==> config.mk <==
export PLATFORM = sky130hd
export DESIGN_NAME = bsd_ctrl
export DESIGN_NICKNAME = d
export VERILOG_FILES = /design/src/sv/bsd_pkg.sv /design/src/sv/bsd_ctrl.sv
export SDC_FILE = /design/constraint.sdc
export NUM_CORES = 1
export LEC_CHECK = 0
export BUFFER_PORTS_ARGS = -buffer_cell sky130_fd_sc_hd__clkbuf_2
export CORE_AREA = 2 2 39 41
export CTS_CLUSTER_SIZE = 40
export DETAILED_ROUTE_END_ITERATION = 16
export DIE_AREA = 0 0 41 43
export GPL_TIMING_DRIVEN = 0
export HOLD_SLACK_MARGIN = 0.03
export PLACE_DENSITY = 0.43
export SLEW_MARGIN = 10
export SYNTH_ARGS = -nofsm -noshare
export SYNTH_HDL_FRONTEND = slang
export SYNTH_SLANG_ARGS = --single-unit
==> constraint.sdc <==
create_clock -name clk_i -period 2.18 [get_ports clk_i]
set_input_delay 0 -clock clk_i [delete_from_list [all_inputs] [get_ports clk_i]]
set_output_delay 0 -clock clk_i [all_outputs]
set_load 0.05 [all_outputs]
==> src/sv/bsd_pkg.sv <==
// ----------------------------------------------------------------------------
// bsd_pkg
// Types, constants and codes shared by the square dilation block.
// ----------------------------------------------------------------------------
package bsd_pkg;

  // Default store and window limits
  localparam int DEF_MAX_WIDTH  = 64;
  localparam int DEF_MAX_HEIGHT = 64;
  localparam int DEF_MAX_RADIUS = 15;

  // Fixed field widths
  localparam int COORD_IN_W = 6;
  localparam int RADIUS_W   = 4;
  localparam int FRAME_W    = 7;
  localparam int AREA_W     = 6;
  localparam int CFG_IDX_W  = 3;
  localparam int CFG_DATA_W = 7;
  localparam int IN_TDATA_W = 16;
  localparam int OUT_TDATA_W = 8;

  // Input beat layout in tdata
  localparam int COL_LSB = 0;
  localparam int ROW_LSB = COL_LSB + COORD_IN_W;
  localparam int PIX_BIT = ROW_LSB + COORD_IN_W;

  // Command carried in tuser
  localparam logic CMD_WRITE = 1'b0;
  localparam logic CMD_QUERY = 1'b1;

  typedef enum logic [CFG_IDX_W-1:0] {
    REG_RADIUS       = 3'd0,
    REG_FRAME_WIDTH  = 3'd1,
    REG_FRAME_HEIGHT = 3'd2,
    REG_AREA_LEFT    = 3'd3,
    REG_AREA_TOP     = 3'd4,
    REG_AREA_RIGHT   = 3'd5,
    REG_AREA_BOTTOM  = 3'd6
  } cfg_reg_e;

  typedef enum logic [1:0] {
    ST_IDLE,
    ST_SETUP,
    ST_READ,
    ST_DRAIN
  } state_e;

  // Controller to datapath
  typedef struct packed {
    logic take;   // input beat accepted this cycle
    logic setup;  // latch window bounds and column mask
    logic rd;     // read the current window row
    logic load;   // load the result into the output register
  } ctrl_t;

  // Datapath to controller
  typedef struct packed {
    logic is_query;  // offered beat is a query
    logic in_area;   // latched query lies inside frame and area
    logic last_row;  // current row is the window's last
    logic out_free;  // output register can take a result
  } stat_t;

endpackage

==> src/sv/bsd_ctrl.sv <==
// ----------------------------------------------------------------------------
// bsd_ctrl
// Sequencer: take input beats; for a query set up the window, sweep its rows, emit.
// ----------------------------------------------------------------------------
module bsd_ctrl import bsd_pkg::*; (
  input  logic  clk_i,
  input  logic  rst_ni,
  input  logic  s_axis_tvalid,
  output logic  s_axis_tready,
  input  stat_t stat_i,
  output ctrl_t ctrl_o
);

  state_e state_q, state_d;

  always_ff @(posedge clk_i or negedge rst_ni) begin
    if (!rst_ni) begin
      state_q <= ST_IDLE;
    end else begin
      state_q <= state_d;
    end
  end

  always_comb begin
    state_d       = state_q;
    ctrl_o        = '0;
    s_axis_tready = 1'b0;
    case (state_q)
      ST_IDLE: begin
        s_axis_tready = 1'b1;
        ctrl_o.take   = s_axis_tvalid;
        if (s_axis_tvalid && stat_i.is_query) begin
          state_d = ST_SETUP;
        end
      end
      ST_SETUP: begin
        ctrl_o.setup = 1'b1;
        state_d      = ST_READ;
      end
      ST_READ: begin
        if (!stat_i.in_area) begin
          state_d = ST_DRAIN;
        end else begin
          ctrl_o.rd = 1'b1;
          if (stat_i.last_row) begin
            state_d = ST_DRAIN;
          end
        end
      end
      ST_DRAIN: begin
        // hold until the output register is free
        if (stat_i.out_free) begin
          ctrl_o.load = 1'b1;
          state_d     = ST_IDLE;
        end
      end
      default: begin
        state_d = ST_IDLE;
      end
    endcase
  end

endmodule

# Yosys cells after proc, flatten, opt, wreduce, memory -nomap -nowiden
# Cells that the tools add are included.
# word_totals
ff_bits,2
latch_bits,0
ram_bits,0
rom_bits,0
input_bits,7
mem_count,0
# op_classes
add_sub_neg,0
multipliers,0
div_mod_pow,0
n_lt_le_gt_ge,0
eq_ne,6
n_shift,0
mux,12
n_bitwise,0
n_reduce_logical,3
# op_table
cell,count
2-to-1 mux 2 bit,4
one-hot mux 2 bit (4 select lines),1
2-to-1 mux 1 bit,7
"equality test 2 bit, second input constant",2
"!= test 2 bit, second input constant",2
"!= test 3 bit, second input constant",1
AND reduction 3 bit,1
"equality test 2 x 1 -> 1 bit, second input constant",1
logical NOT 2 bit,1
logical AND 1 bit,1

# Longest topological paths before layout
# logic_depth
depth_word,3
mapped_depth,5
mapped_depth_nobuf,5

# Worst setup path after synthesis
# Ideal clock, no wire load.
# synth_timing
path_type,reg-to-reg
start,register state_q[0]
end,register state_q[1]
setup_time_ps,125
arrival_time_ps,1620
required_ps,2055
slack_ps,435
path_stages_with_launch,6
n_path_buf,0
period_less_slack_ps,1745
path_cell_list,dfrtp_1 inv_1 ha_1 a21boi_1 a211oi_2 mux2_2
# synth_between
elab_chain_cells,3
word_cells_on_any_way,9
classes_between,eq/ne (6); mux (1); reduce/logical (2)
# synth_lines
element,line_no,source
"start, declared",bsd_ctrl.sv:14,"state_e state_q, state_d;"
"start signal, assigned",bsd_ctrl.sv:20,state_q <= state_d;
equality test 2 bit / logical NOT 2 bit (equally long branches),bsd_ctrl.sv:28,case (state_q)
!= test 3 bit (no source line) / != test 2 bit (equally long branches),--,
AND reduction 3 bit (no source line),--,
# Parallel ways exist; a longest one is shown, timed or not.
# A chain may end at the register's enable or synchronous reset.

# Worst setup path in the final report
# Ends and elaborated chain as after synthesis.

==> impl_metrics.toml <==
[cts]
htree_levels = 1
clockBufferDepth = 2
cts_num_sinks = 2
postCtsSetupBuffers = 0
cts_resized = 0
cts_tree = "done"
clock_latency_ns = 0.22
numCtsBuffers = 3
cts_hold_buf = 1
cts_root_buffer = "clkbuf_4"
clkTransAtPathRegs_ns = 0.03

[power]
power_frac_seq = 0.163
internal_power_mw = 0.2343
powerDensity_mw_per_mm2 = 1581
power.leakage_nw = 0.1748
total_power_mw = 0.4868
ir_drop_mv = 0.4871
netSwitchingFraction = 0.5186
power_frac_comb = 0.668
p_switching_mw = 0.2525
p_clk_frac = 0.169

[routing]
drt-total-wl_um = 383
viasPerCell = 3.340
vias = 167
ant_nets = 0
first_pass_iters = 1
drc = 0
drtIter0Drc = 0
wl_per_cell_um = 7.660

[finish]
regMostFlops = "state_q"
stdcell_area_um2 = 307.8
top_regs = "state_q: 2 flops"
n_antenna_cell = 0
final_util = 0.2224
drive_gt1_frac = 0.5294
syn2layout_area_growth_pct = 53.75
largest_reg_flops = 2
final_nets = 48

[timing]
setup_violations = 0
maxSlewViolCount = 0
max_slew_margin = 0.8119
post-route-period-util = 0.7313
finClkSkew_ns = 0.0002093
period_minus_slack_ns = 1.594
hold_violations = 0
grt_setup_unrepaired = "false"
fmax_mhz = 627.3
worst_slew_pin_slew_ns = 0.2834
finalSetupTns_ns = 0

[placement]
placement.io_buffers = 11
gp_congestion = 0.6354
dpl_cell_area_um2 = 275.3

[floorplanning]
die_h_um = 43
fp.dieArea_mm2 = 0.001763
core_area_mm2 = 0.001384
pin_count = 12
rows = 14
start_util = 0.1447
dieWidth_um = 41

[critical_path]
critical_path_required_ns = 2.28
critPathArrivalTime_ns = 1.70
r2r_end = "state_q[1]$_DFFE_PN0P_"
cp_max_fo = 4
r2r_start = "state_q[0]$_DFFE_PN0P_"
worstSetupPathType = "register to register"
crit_path_end_kind = "register"
r2r_slack_ns = 0.59
reg2regPathDepth = 5
start_kind = "register"

[logic_synthesis]
synth_area_leaders = "ha_1 (31%), dfrtp_1 (25%), a211oi_2 (6.3%)"
yosysTopAreaCell = "ha_1"
avgSynthCellArea_um2 = 10.54
yosys.area.top_type_share = 0.3125
yosys_warnings = 0
synth_nets = 31
synth_seq_cells = 2
synth_cell_type_count = 12
synth-seq-area-share = 0.2500
synth_area_um2 = 200.2
syn_inst = 19

[flow_run]
cap_violations = 0

[global_routing]
grt_overflow = 0
grt_pass1_vias = 174
grt_usage = 0.06332
grt_pass1_wl_um = 648
antenna_found_initial = 0
grt_max_degree = 5

[hold_path]
hp-class = "input pin to async pin"

[outcome]
outcome = "completed"
## cell usage after synthesis
| cell type | n |
|---|---|
| a21boi_1 | 1 |
| and2_4 | 1 |
| a211oi_2 | 1 |
| and2_2 | 1 |
| ha_1 | 5 |
| and2b_1 | 1 |
| inv_1 | 3 |
| mux2_2 | 1 |
| dfrtp_1 | 2 |
| o21a_1 | 1 |
| and2_1 | 1 |
| or4_1 | 1 |
## critical path: stages, from the launching register on
cell	delay (ns)
dfrtp_1	0.39
inv_1	0.09
ha_1	0.22
a21boi_1	0.15
a211oi_2	0.26
mux2_2	0.36
## power groups by stage
stage	registers [mW]	logic (mW)	clock network, mW
3_3_place_gp	0.0806	0.329	0
5_1_grt	0.0862	0.357	0.0954
4_1_cts	0.0797	0.332	0.0897
6_report	0.0794	0.325	0.0822
3_5_place_dp	0.0802	0.329	0
2_1_floorplan	0.0754	0.276	0
## routing by layer
layer | global-route usage | routed length [um]
met5 | 0 | 0
met4 | 0.1000 | 0
met3 | 0.03665 | 64
met2 | 0.06875 | 152
met1 | 0.06129 | 166
## cells by family (layout without fill, tap and decap cells)
group,after synthesis,after routing,share of synthesized area
adder cells (fa/ha/maj),5,5,0.3125
buffers and inverters,3,18,0.05625
AND/OR/NAND/NOR,5,5,0.1876
AO/OA/AOI/OAI,3,3,0.1375
multiplexers,1,1,0.05625
flip-flops,2,2,0.2500
## final cells by class
class                      instances  area, um2
fill                             162       1076
multi-input combinational         14      138.9
timing repair buffer              12      65.06
sequential                         2      50.05
clock buffer                       3      22.52
tap                               16      20.02
inverter                           3      11.26
## per-stage QoR
stage	std cells	setup slack, ns	hold WS [ns]
2_1_floorplan	19	0.4350	-0.2956
3_3_place_gp	46	0.5681	-0.2129
3_5_place_dp	46	0.5760	-0.2119
4_1_cts	50	0.5692	0.08435
5_1_grt	50	0.4884	0.07877
6_report	50	0.5858	0.09890
## placed cells by master, fill, tap and decap left out
master,n
clkbuf_2,11
ha_1,5
and2_4,1
a211oi_2,1
and2b_1,1
a21boi_1,1
inv_1,3
dfrtp_1,2
or4_1,1
mux2_2,1
clkbuf_4,3
o21a_1,1
and2_2,1
and2_1,1
dlygate4sd3_1,1
## worst max-delay path by stage
| stage | slack, ns | depth (start not counted) | endpoint | start |
|---|---|---|---|---|
| floorplan | 0.44 | 5 | state_q[1]$_DFFE_PN0P_ | state_q[0]$_DFFE_PN0P_ |
| global placement | 0.57 | 5 | state_q[1]$_DFFE_PN0P_ | state_q[0]$_DFFE_PN0P_ |
| detailed placement | 0.58 | 5 | state_q[1]$_DFFE_PN0P_ | state_q[0]$_DFFE_PN0P_ |
| CTS | 0.57 | 5 | state_q[1]$_DFFE_PN0P_ | state_q[0]$_DFFE_PN0P_ |
| global route | 0.49 | 5 | state_q[1]$_DFFE_PN0P_ | state_q[0]$_DFFE_PN0P_ |
| finish | 0.59 | 5 | state_q[1]$_DFFE_PN0P_ | state_q[0]$_DFFE_PN0P_ |
Note: power is estimated with default switching activity, not from simulation.
